**config.mk**
```make
export PLATFORM = sky130hd
export DESIGN_NAME = grid_local_minimum_detector
export DESIGN_NICKNAME = d
export VERILOG_FILES = /design/src/hw/rtl/glmd_pkg.sv /design/src/hw/rtl/glmd_front.sv /design/src/hw/rtl/glmd_queue.sv /design/src/hw/rtl/glmd_back.sv /design/src/hw/rtl/grid_local_minimum_detector.sv
export SDC_FILE = /design/constraint.sdc
export NUM_CORES = 2
export LEC_CHECK = 0
export BUFFER_PORTS_ARGS = -buffer_cell sky130_fd_sc_hd__buf_2
export CORE_MARGIN = 5
export CORE_UTILIZATION = 35
export CTS_CLUSTER_SIZE = 10
export DETAILED_ROUTE_END_ITERATION = 6
export MAX_ROUTING_LAYER = met4
export PLACE_DENSITY = 0.59
export SETUP_SLACK_MARGIN = 0.2
export SLEW_MARGIN = 10
export SYNTH_ARGS = -nofsm -noshare
export SYNTH_HDL_FRONTEND = slang
export SYNTH_SLANG_ARGS = --single-unit
export TNS_END_PERCENT = 5
```
**constraint.sdc**
```tcl
create_clock -name clk -period 13.2 [get_ports clk]
set_input_delay 3.96 -clock clk [delete_from_list [all_inputs] [get_ports clk]]
set_output_delay 3.96 -clock clk [all_outputs]
set_load 0.01 [all_outputs]
```
**src/hw/rtl/glmd_pkg.sv**
```systemverilog
package glmd_pkg;

	// Grid limits and field widths.
	localparam int MAX_COLS    = 128;
	localparam int MAX_ROWS    = 1024;
	localparam int HEIGHT_BITS = 4;

	localparam int COL_W     = $clog2(MAX_COLS);
	localparam int ROW_W     = $clog2(MAX_ROWS);
	localparam int COL_CNT_W = COL_W + 1;
	localparam int ROW_CNT_W = ROW_W + 1;

	// Configuration port.
	localparam int COLS_CFG_W  = 8;
	localparam int ROWS_CFG_W  = 11;
	localparam int CFG_DATA_W  = 11;
	localparam int CFG_INDEX_W = 1;

	localparam logic [CFG_INDEX_W-1:0] REG_GRID_COLS = CFG_INDEX_W'(0);
	localparam logic [CFG_INDEX_W-1:0] REG_GRID_ROWS = CFG_INDEX_W'(1);

	localparam logic [COLS_CFG_W-1:0] GRID_COLS_RESET = COLS_CFG_W'(128);
	localparam logic [ROWS_CFG_W-1:0] GRID_ROWS_RESET = ROWS_CFG_W'(128);

	// Job queue between front and back.
	localparam int QUEUE_DEPTH = 4;
	localparam int QUEUE_PTR_W = $clog2(QUEUE_DEPTH);
	localparam int QUEUE_CNT_W = $clog2(QUEUE_DEPTH + 1);

	// Verdict slots of one job, in output order.
	localparam int V_UPPER = 0;
	localparam int V_LEFT  = 1;
	localparam int V_FINAL = 2;
	localparam int N_VERDICTS = 3;

	typedef logic [HEIGHT_BITS-1:0] height_t;

	// One line buffer entry: the row above the incoming row and the row above that.
	typedef struct packed {
		height_t mid;
		height_t up;
	} line_word_t;

	// Everything the back end needs to emit the verdicts released by one word.
	typedef struct packed {
		logic [N_VERDICTS-1:0] vld;
		logic [N_VERDICTS-1:0] low;
		logic [ROW_W-1:0]      row;
		logic [COL_W-1:0]      col;
		height_t               h_up;
		height_t               h_left;
		height_t               h_self;
	} glmd_job_t;

	typedef enum logic [1:0] {
		FETCH_RUN,
		FETCH_COL,
		FETCH_NEXT
	} glmd_fetch_t;

endpackage

```
**src/hw/rtl/glmd_front.sv**
```systemverilog
module glmd_front (
	input  logic                               clk,
	input  logic                               arst_n,
	input  logic                               cfg_we,
	input  logic [glmd_pkg::CFG_INDEX_W-1:0]   cfg_index,
	input  logic [glmd_pkg::CFG_DATA_W-1:0]    cfg_data,
	input  logic                               in_valid,
	output logic                               in_stall,
	input  logic [glmd_pkg::HEIGHT_BITS-1:0]   height,
	input  logic                               q_full,
	output logic                               push,
	output glmd_pkg::glmd_job_t                job
);

	logic [glmd_pkg::COLS_CFG_W-1:0] grid_cols_q;
	logic [glmd_pkg::ROWS_CFG_W-1:0] grid_rows_q;
	logic [glmd_pkg::COL_CNT_W-1:0]  cols_eff;
	logic [glmd_pkg::ROW_CNT_W-1:0]  rows_eff;

	logic [glmd_pkg::COL_W-1:0] col_q;
	logic [glmd_pkg::ROW_W-1:0] row_q;
	logic [glmd_pkg::COL_W-1:0] pc;
	logic [glmd_pkg::ROW_W-1:0] pr;
	logic [glmd_pkg::COL_W-1:0] nc;
	logic [glmd_pkg::ROW_W-1:0] nr;
	logic                       restart;
	logic [glmd_pkg::COL_CNT_W-1:0] col_inc;
	logic [glmd_pkg::COL_CNT_W-1:0] col_plus2;
	logic [glmd_pkg::COL_CNT_W-1:0] col_ahead;
	logic [glmd_pkg::ROW_CNT_W-1:0] row_inc;
	logic                       end_col;
	logic                       last_row;

	glmd_pkg::height_t left_q;
	glmd_pkg::height_t left_prev_q;
	glmd_pkg::height_t left2_q;

	glmd_pkg::glmd_fetch_t state_q;
	glmd_pkg::glmd_fetch_t state_nxt;

	glmd_pkg::line_word_t line_mem [glmd_pkg::MAX_COLS];
	glmd_pkg::line_word_t cur_word_q;
	glmd_pkg::line_word_t next_word_q;
	glmd_pkg::line_word_t new_word;
	logic [glmd_pkg::COL_W-1:0] rd_addr;
	logic                       mem_re;
	logic                       accept;
	logic                       small_c;
	logic                       one_c;

	// Configuration registers; a write always re-primes the line buffer window.
	always_ff @(posedge clk or negedge arst_n) begin
		if (!arst_n) begin
			grid_cols_q <= glmd_pkg::GRID_COLS_RESET;
			grid_rows_q <= glmd_pkg::GRID_ROWS_RESET;
		end else if (cfg_we) begin
			case (cfg_index)
				glmd_pkg::REG_GRID_COLS: grid_cols_q <= cfg_data[glmd_pkg::COLS_CFG_W-1:0];
				glmd_pkg::REG_GRID_ROWS: grid_rows_q <= cfg_data[glmd_pkg::ROWS_CFG_W-1:0];
				default: ;
			endcase
		end
	end

	always_comb begin
		if (grid_cols_q == '0) begin
			cols_eff = glmd_pkg::COL_CNT_W'(1);
		end else if (grid_cols_q > glmd_pkg::COLS_CFG_W'(glmd_pkg::MAX_COLS)) begin
			cols_eff = glmd_pkg::COL_CNT_W'(glmd_pkg::MAX_COLS);
		end else begin
			cols_eff = glmd_pkg::COL_CNT_W'(grid_cols_q);
		end
		if (grid_rows_q == '0) begin
			rows_eff = glmd_pkg::ROW_CNT_W'(1);
		end else if (grid_rows_q > glmd_pkg::ROWS_CFG_W'(glmd_pkg::MAX_ROWS)) begin
			rows_eff = glmd_pkg::ROW_CNT_W'(glmd_pkg::MAX_ROWS);
		end else begin
			rows_eff = glmd_pkg::ROW_CNT_W'(grid_rows_q);
		end
	end

	assign small_c = cols_eff <= glmd_pkg::COL_CNT_W'(2);
	assign one_c   = cols_eff == glmd_pkg::COL_CNT_W'(1);

	// Position of the incoming word; a position outside the grid restarts the frame.
	assign restart = (glmd_pkg::COL_CNT_W'(col_q) >= cols_eff) ||
	                 (glmd_pkg::ROW_CNT_W'(row_q) >= rows_eff);
	assign pc = restart ? '0 : col_q;
	assign pr = restart ? '0 : row_q;

	assign col_inc   = glmd_pkg::COL_CNT_W'(pc) + glmd_pkg::COL_CNT_W'(1);
	assign row_inc   = glmd_pkg::ROW_CNT_W'(pr) + glmd_pkg::ROW_CNT_W'(1);
	assign end_col   = col_inc >= cols_eff;
	assign last_row  = row_inc == rows_eff;
	assign col_plus2 = glmd_pkg::COL_CNT_W'(pc) + glmd_pkg::COL_CNT_W'(2);
	assign col_ahead = (col_plus2 >= cols_eff) ? (col_plus2 - cols_eff) : col_plus2;

	assign nc = end_col ? '0 : col_inc[glmd_pkg::COL_W-1:0];
	always_comb begin
		nr = pr;
		if (end_col) begin
			nr = (row_inc >= rows_eff) ? '0 : row_inc[glmd_pkg::ROW_W-1:0];
		end
	end

	// Prefetch sequencer: after a size change the window is reloaded from the buffer.
	always_ff @(posedge clk or negedge arst_n) begin
		if (!arst_n) begin
			state_q <= glmd_pkg::FETCH_RUN;
		end else begin
			state_q <= state_nxt;
		end
	end

	always_comb begin
		state_nxt = state_q;
		mem_re    = 1'b0;
		rd_addr   = col_ahead[glmd_pkg::COL_W-1:0];
		case (state_q)
			glmd_pkg::FETCH_RUN: begin
				mem_re = accept;
			end
			glmd_pkg::FETCH_COL: begin
				state_nxt = glmd_pkg::FETCH_NEXT;
				mem_re    = 1'b1;
				rd_addr   = pc;
			end
			glmd_pkg::FETCH_NEXT: begin
				state_nxt = glmd_pkg::FETCH_RUN;
				mem_re    = 1'b1;
				rd_addr   = nc;
			end
			default: begin
				state_nxt = glmd_pkg::FETCH_RUN;
			end
		endcase
		if (cfg_we) begin
			state_nxt = glmd_pkg::FETCH_COL;
		end
	end

	assign in_stall = (state_q != glmd_pkg::FETCH_RUN) || q_full;
	assign accept   = in_valid && !in_stall;

	// The row two above is only refreshed once a row above exists.
	assign new_word.mid = height;
	assign new_word.up  = (pr != '0) ? cur_word_q.mid : cur_word_q.up;

	// Line buffer. With one or two columns the word ahead is the one being written.
	always_ff @(posedge clk) begin
		if (accept) begin
			line_mem[pc] <= new_word;
		end
		if (mem_re) begin
			next_word_q <= (accept && small_c) ? new_word : line_mem[rd_addr];
		end
	end

	always_ff @(posedge clk) begin
		if (state_q == glmd_pkg::FETCH_NEXT) begin
			cur_word_q <= next_word_q;
		end else if (accept) begin
			cur_word_q <= one_c ? new_word : next_word_q;
		end
	end

	always_ff @(posedge clk or negedge arst_n) begin
		if (!arst_n) begin
			col_q       <= '0;
			row_q       <= '0;
			left_q      <= '0;
			left_prev_q <= '0;
			left2_q     <= '0;
		end else if (accept) begin
			col_q       <= nc;
			row_q       <= nr;
			left_q      <= height;
			left_prev_q <= left_q;
			if (pr != '0) begin
				left2_q <= cur_word_q.mid;
			end
		end
	end

	// Classification of the verdicts this word releases.
	always_comb begin
		job        = '0;
		job.row    = pr;
		job.col    = pc;
		job.h_up   = cur_word_q.mid;
		job.h_left = left_q;
		job.h_self = height;

		job.vld[glmd_pkg::V_UPPER] = pr != '0;
		job.low[glmd_pkg::V_UPPER] =
			((pr == glmd_pkg::ROW_W'(1)) || (cur_word_q.up > cur_word_q.mid)) &&
			(height > cur_word_q.mid) &&
			((pc == '0) || (left2_q > cur_word_q.mid)) &&
			(end_col || (next_word_q.mid > cur_word_q.mid));

		job.vld[glmd_pkg::V_LEFT] = last_row && (pc != '0);
		job.low[glmd_pkg::V_LEFT] =
			((pr == '0) || (left2_q > left_q)) &&
			((pc == glmd_pkg::COL_W'(1)) || (left_prev_q > left_q)) &&
			(height > left_q);

		job.vld[glmd_pkg::V_FINAL] = last_row && end_col;
		job.low[glmd_pkg::V_FINAL] =
			((pr == '0) || (cur_word_q.mid > height)) &&
			((pc == '0) || (left_q > height));
	end

	assign push = accept && (job.vld != '0);

	a_no_push_while_fetching: assert property (@(posedge clk) disable iff (!arst_n)
		(state_q != glmd_pkg::FETCH_RUN) |-> !push)
		else $error("job pushed while the line window was being reloaded");

	a_cfg_reloads_window: assert property (@(posedge clk) disable iff (!arst_n)
		cfg_we |=> (state_q == glmd_pkg::FETCH_COL))
		else $error("size change did not start a window reload");

endmodule

```
**src/hw/rtl/glmd_queue.sv**
```systemverilog
module glmd_queue (
	input  logic                clk,
	input  logic                arst_n,
	input  logic                push,
	input  glmd_pkg::glmd_job_t push_job,
	output logic                full,
	input  logic                pop,
	output glmd_pkg::glmd_job_t head,
	output logic                empty
);

	glmd_pkg::glmd_job_t              slot_q [glmd_pkg::QUEUE_DEPTH];
	logic [glmd_pkg::QUEUE_PTR_W-1:0] wr_ptr_q;
	logic [glmd_pkg::QUEUE_PTR_W-1:0] rd_ptr_q;
	logic [glmd_pkg::QUEUE_CNT_W-1:0] cnt_q;

	assign full  = cnt_q == glmd_pkg::QUEUE_CNT_W'(glmd_pkg::QUEUE_DEPTH);
	assign empty = cnt_q == '0;
	assign head  = slot_q[rd_ptr_q];

	always_ff @(posedge clk) begin
		if (push) begin
			slot_q[wr_ptr_q] <= push_job;
		end
	end

	always_ff @(posedge clk or negedge arst_n) begin
		if (!arst_n) begin
			wr_ptr_q <= '0;
			rd_ptr_q <= '0;
			cnt_q    <= '0;
		end else begin
			if (push) begin
				wr_ptr_q <= wr_ptr_q + glmd_pkg::QUEUE_PTR_W'(1);
			end
			if (pop) begin
				rd_ptr_q <= rd_ptr_q + glmd_pkg::QUEUE_PTR_W'(1);
			end
			if (push && !pop) begin
				cnt_q <= cnt_q + glmd_pkg::QUEUE_CNT_W'(1);
			end else if (pop && !push) begin
				cnt_q <= cnt_q - glmd_pkg::QUEUE_CNT_W'(1);
			end
		end
	end

	a_no_overflow: assert property (@(posedge clk) disable iff (!arst_n)
		push |-> !full)
		else $error("job queue written while full");

	a_no_underflow: assert property (@(posedge clk) disable iff (!arst_n)
		pop |-> !empty)
		else $error("job queue read while empty");

endmodule

```
**src/hw/rtl/glmd_back.sv**
```systemverilog
module glmd_back (
	input  logic                              clk,
	input  logic                              arst_n,
	input  glmd_pkg::glmd_job_t               head,
	input  logic                              empty,
	output logic                              pop,
	output logic                              out_valid,
	input  logic                              out_stall,
	output logic [glmd_pkg::ROW_W-1:0]        cell_row,
	output logic [glmd_pkg::COL_W-1:0]        cell_col,
	output logic [glmd_pkg::HEIGHT_BITS-1:0]  cell_height,
	output logic                              is_low,
	output logic                              frame_last
);

	logic [glmd_pkg::N_VERDICTS-1:0] done_q;
	logic [glmd_pkg::N_VERDICTS-1:0] pending;
	logic [glmd_pkg::N_VERDICTS-1:0] pick;
	logic                            pick_final;
	logic                            load;

	logic                             out_valid_q;
	logic [glmd_pkg::ROW_W-1:0]       row_q;
	logic [glmd_pkg::COL_W-1:0]       col_q;
	glmd_pkg::height_t                height_q;
	logic                             low_q;
	logic                             last_q;

	// Verdicts of the head job go out in raster order: upper, left, final.
	assign pending    = head.vld & ~done_q;
	assign pick       = pending & (~pending + glmd_pkg::N_VERDICTS'(1));
	assign pick_final = (pending & ~pick) == '0;
	assign load       = !empty && (!out_valid_q || !out_stall);
	assign pop        = load && pick_final;

	always_ff @(posedge clk or negedge arst_n) begin
		if (!arst_n) begin
			done_q      <= '0;
			out_valid_q <= 1'b0;
		end else begin
			if (load) begin
				done_q <= pick_final ? '0 : (done_q | pick);
			end
			if (load) begin
				out_valid_q <= 1'b1;
			end else if (!out_stall) begin
				out_valid_q <= 1'b0;
			end
		end
	end

	always_ff @(posedge clk) begin
		if (load) begin
			if (pick[glmd_pkg::V_UPPER]) begin
				row_q    <= head.row - glmd_pkg::ROW_W'(1);
				col_q    <= head.col;
				height_q <= head.h_up;
				low_q    <= head.low[glmd_pkg::V_UPPER];
				last_q   <= 1'b0;
			end else if (pick[glmd_pkg::V_LEFT]) begin
				row_q    <= head.row;
				col_q    <= head.col - glmd_pkg::COL_W'(1);
				height_q <= head.h_left;
				low_q    <= head.low[glmd_pkg::V_LEFT];
				last_q   <= 1'b0;
			end else begin
				row_q    <= head.row;
				col_q    <= head.col;
				height_q <= head.h_self;
				low_q    <= head.low[glmd_pkg::V_FINAL];
				last_q   <= 1'b1;
			end
		end
	end

	assign out_valid   = out_valid_q;
	assign cell_row    = row_q;
	assign cell_col    = col_q;
	assign cell_height = height_q;
	assign is_low      = low_q;
	assign frame_last  = last_q;

	a_final_retires_job: assert property (@(posedge clk) disable iff (!arst_n)
		(load && pick[glmd_pkg::V_FINAL]) |-> pop)
		else $error("final verdict sent but its job stayed queued");

	a_load_has_work: assert property (@(posedge clk) disable iff (!arst_n)
		load |-> $onehot(pick))
		else $error("verdict loaded from a job with nothing pending");

endmodule

```
**src/hw/rtl/grid_local_minimum_detector.sv**
```systemverilog
// Four-neighbour local minimum detector. Height samples arrive one word per
// cycle, unless in_stall holds them off, in raster order, grid_cols words per
// row and grid_rows rows per frame; each result word says whether one cell is
// strictly lower than all of its existing up, down, left and right neighbours,
// with missing edge neighbours ignored. A cell is judged once the cell below it
// has arrived, so results trail the input by one row; in the last row each
// input word past column zero also releases the verdict for its left neighbour,
// and the final input word of the frame releases up to three verdicts, the last
// of them marked with frame_last. Input words are taken at one per cycle while
// in_stall is low; the output port moves one verdict per cycle while out_stall
// is low, so in the last row, where most words release two verdicts, the input
// is paced by the output port and the four-entry job queue between the front
// and back ends. With an empty queue and a free output port, a result passes
// from its input word into the job queue and then into the output register.
// The front end keeps the two previous rows in a single line buffer memory
// with at most one write and one registered read per cycle, reading two columns
// ahead of the incoming word. Writing either size register reloads that
// read-ahead window, which holds off input while the FETCH_COL and FETCH_NEXT
// states refetch it. Sizes of zero act as one, sizes above the maximum act as
// the maximum, and at the end of a frame the position wraps to the first cell
// of the next frame.
module grid_local_minimum_detector (
	input  logic                              clk,
	input  logic                              arst_n,
	input  logic                              cfg_we,
	input  logic [glmd_pkg::CFG_INDEX_W-1:0]  cfg_index,
	input  logic [glmd_pkg::CFG_DATA_W-1:0]   cfg_data,
	input  logic                              in_valid,
	output logic                              in_stall,
	input  logic [glmd_pkg::HEIGHT_BITS-1:0]  height,
	output logic                              out_valid,
	input  logic                              out_stall,
	output logic [glmd_pkg::ROW_W-1:0]        cell_row,
	output logic [glmd_pkg::COL_W-1:0]        cell_col,
	output logic [glmd_pkg::HEIGHT_BITS-1:0]  cell_height,
	output logic                              is_low,
	output logic                              frame_last
);

	// Jobs carry the classified verdicts of one input word from front to back.
	glmd_pkg::glmd_job_t push_job;
	glmd_pkg::glmd_job_t head_job;
	logic                push;
	logic                pop;
	logic                q_full;
	logic                q_empty;

	// Front end: position tracking, line buffer and neighbour comparisons.
	glmd_front u_front (
		.clk       (clk),
		.arst_n    (arst_n),
		.cfg_we    (cfg_we),
		.cfg_index (cfg_index),
		.cfg_data  (cfg_data),
		.in_valid  (in_valid),
		.in_stall  (in_stall),
		.height    (height),
		.q_full    (q_full),
		.push      (push),
		.job       (push_job)
	);

	// Short queue so that a stalled output does not immediately stall the input.
	glmd_queue u_queue (
		.clk      (clk),
		.arst_n   (arst_n),
		.push     (push),
		.push_job (push_job),
		.full     (q_full),
		.pop      (pop),
		.head     (head_job),
		.empty    (q_empty)
	);

	// Back end: splits each job into its verdicts and holds the output register.
	glmd_back u_back (
		.clk         (clk),
		.arst_n      (arst_n),
		.head        (head_job),
		.empty       (q_empty),
		.pop         (pop),
		.out_valid   (out_valid),
		.out_stall   (out_stall),
		.cell_row    (cell_row),
		.cell_col    (cell_col),
		.cell_height (cell_height),
		.is_low      (is_low),
		.frame_last  (frame_last)
	);

endmodule

```
==> results.toml <==
[worst_setup_path]
path_max_fanout = 132
path_buf_inv = 4
rrSetupSlack_ns = 3.84
critical-path-top-cell-by-count = "nand2_1"
worst_setup_path_end_kind = "register"
start_kind = "register"
crit_family = "simple AND/OR/NAND/NOR gates"
critPathArrivalTime_ns = 9.99
critPathMaxStageDelay_ns = 0.83
critPathKind = "reg2reg"
worst_path_max_delay_cell = "buf_4"
critPathRequiredTime_ns = 13.83

[floorplan]
initial_core_util_pct = 35.07
die_y_um = 402.2
dieArea_sq_mm = 0.1617
std_cell_rows = 144
core_sq_mm = 0.1535
io_pins = 46
die_w_um = 402.2

[synth]
synth-main-ff-cell = "edfxtp_1"
synthTopCellsByCount = "1,203 x edfxtp_1, 1,055 x nand2_1, 483 x nand3_1"
netlist_area_sq_mm = 0.05383
synth.distinct_cells = 95
yosys_warnings = 0
synthArstFlopShare_pct = 4.826
yosysTopAreaCellShare_pct = 67.11
syn_avg_cell_area_sq_um = 12.72
yosys.area.top_type = "edfxtp_1"
synth_edf_count = 1203
syn_inst = 4231
ys_seq_area_share_pct = 69.95
synth-seq-cells = 1264
ys_top_cells_by_area = "edfxtp_1 67%, nand2_1 7.4%, nand3_1 4.5%"
synth_fp_nets = 4347
synth.most_common_cell = "edfxtp_1"

[placement]
gp_congestion = 0.8799
place_inst = 6153
dp_hpwl_mm = 88.42
port_buffers = 45

[final_layout]
syn_to_final_growth_pct = 12.17
drive_above_1_share_pct = 9.072
fin_nets = 4373
final_cells = 6356

[sta]
slew_headroom_pct = 16.50
tns_ns = 0
finalCritPeriodShare_pct = 70.89
final_hold_viol_count = 0
whs_ns = 0.4868
fmax_mhz = 106.9
finalSetupViolations = 0
finalCriticalPeriod_ns = 9.357
rsz0062_at_grt = "false"
skew_ns = 0.03927
slew_violations = 0
worst_pin_slew_ns = 1.248

[routing]
postRouteAntennaNets = 0
drtPass1Iterations = 7
vias = 34530
wirelength_mm = 150.2
drc = 1
drt_iter0_drc = 3628
viasPerCell = 5.433
wl_per_cell_um = 23.63

[grt]
antenna_found_initial = 3
track_usage_pct = 18.64
gr-total-overflow = 0
grt_max_degree = 177
grt_pass1_wl_mm = 222.8
grt_pass1_vias = 33146

[clock_tree]
cts_sinks = 1264
cts_tree = "yes"
clock_latency_ns = 0.77
clk_path_buf_depth = 3
clkTransAtPathRegs_ns = 0.06
cts_resized = 0
cts_hold_buffers = 0
cts_buffers = 146
h-tree-depth = 4
post_cts_buffers = 0
cts-root-buf = "clkbuf_16"

[run_status]
outcome = "complete, but fails checks"
violations = "design-rule violations"

[pwr]
powerDensity_mw_per_mm2 = 240.1
vdd_drop_max_mv = 0.3056
p_leak_uw = 0.02074
p_total_uw = 14500

[run]
maxCapViolations = 0

[hold_path]
hold_path.class = "reg2reg"
metal layers:
metal	track usage (%)	vias to the layer above	part of all wire (%)	wire length (um)
met4	5.651	0	2.7	4124
met2	27.88	1569	46	68510
met3	3.559	237	8.4	12690
met1	25.95	17173	43	64900
met5	-	-	0	0
li1	-	15551	-	-
registers in the layout, indices dropped and copies added (netlist names), 3 cells and up:
signal	count
u_front.next_word_q	8
u_front.row_q	10
u_front.grid_cols_q	8
u_front.left_q	4
u_back.cell_col	7
u_front.grid_rows_q	11
u_back.cell_row	10
u_back.done_q	3
u_front.line_mem	1024
u_front.cur_word_q	4
u_front.left2_q	4
u_queue.slot_q	140
u_front.job	4
u_back.cell_height	4
u_front.col_q	7
u_queue.cnt_q	3
u_front.left_prev_q	4
metrics by stage:
stage	worst slack [ns]	area [sq um]	util, %
2_1_floorplan	4.084	53830	-
3_3_place_gp	4.110	56200	36.61
3_5_place_dp	4.033	56200	36.61
4_1_cts	4.001	60380	39.33
5_1_grt	3.211	60380	39.33
6_report	3.843	60380	39.34
power breakdown:
| part | switching, uW | internal (uW) |
|---|---|---|
| sequential | 121 | 4980 |
| clock | 1570 | 2100 |
| combinational | 4130 | 1610 |
final timing paths:
kind | end | cells after the start | startpoint
max reg2reg | u_front.next_word_q[5] | 31 | u_front.grid_cols_q[3]
max | u_front.next_word_q[5] | 31 | u_front.grid_cols_q[3]
min reg2reg | u_back.done_q[2] | 2 | u_back.done_q[2]
min | u_back.done_q[2] | 2 | u_back.done_q[2]
max in group asynchronous | u_queue.rd_ptr_q[0] | 2 | arst_n
min in group asynchronous | u_front.row_q[2] | 2 | arst_n
layout by cell type (no fill, tap or decap), types with 42 or more instances in the layout:
cell type and n:
mux2i_1 57, o21ai_0 61, inv_1 42, dfrtp_1 58, a21oi_1 167, ha_1 93, buf_4 70, clkbuf_16 149
nand3_1 483, edfxtp_1 1203, and3_1 46, nor2_1 240, nand2_1 1055
cell families after synthesis:
family	count (synthesis)	synth area share, %
adder cells (fa/ha/maj)	95	2.236
buffers and inverters	283	2.445
flip-flops	1264	69.95
XOR/XNOR	40	0.6508
AO/OA/AOI/OAI	467	5.888
AND/OR/NAND/NOR	1958	15.64
multiplexers	124	3.194
worst reg2reg max path, delay by kind of cell, from the launching register on:
| family | cells | cell delay (ns) |
|---|---|---|
| flip-flops | 1 | 0.40 |
| buffers and inverters | 4 | 1.93 |
| AO/OA/AOI/OAI | 9 | 2.53 |
| XOR/XNOR | 1 | 0.21 |
| adder cells (fa/ha/maj) | 3 | 0.97 |
| AND/OR/NAND/NOR | 14 | 3.22 |
final cells by class:
type,instances,area [sq um]
clock inverter,15,294.0
fill,14447,93120
clock buffer,186,3887
multi-input combinational,2684,14980
inverter,45,168.9
antenna,2,5.005
sequential,1264,37650
timing repair buffer,116,830.8
tap,2044,2557
Note: power is estimated with default switching activity, not from simulation.
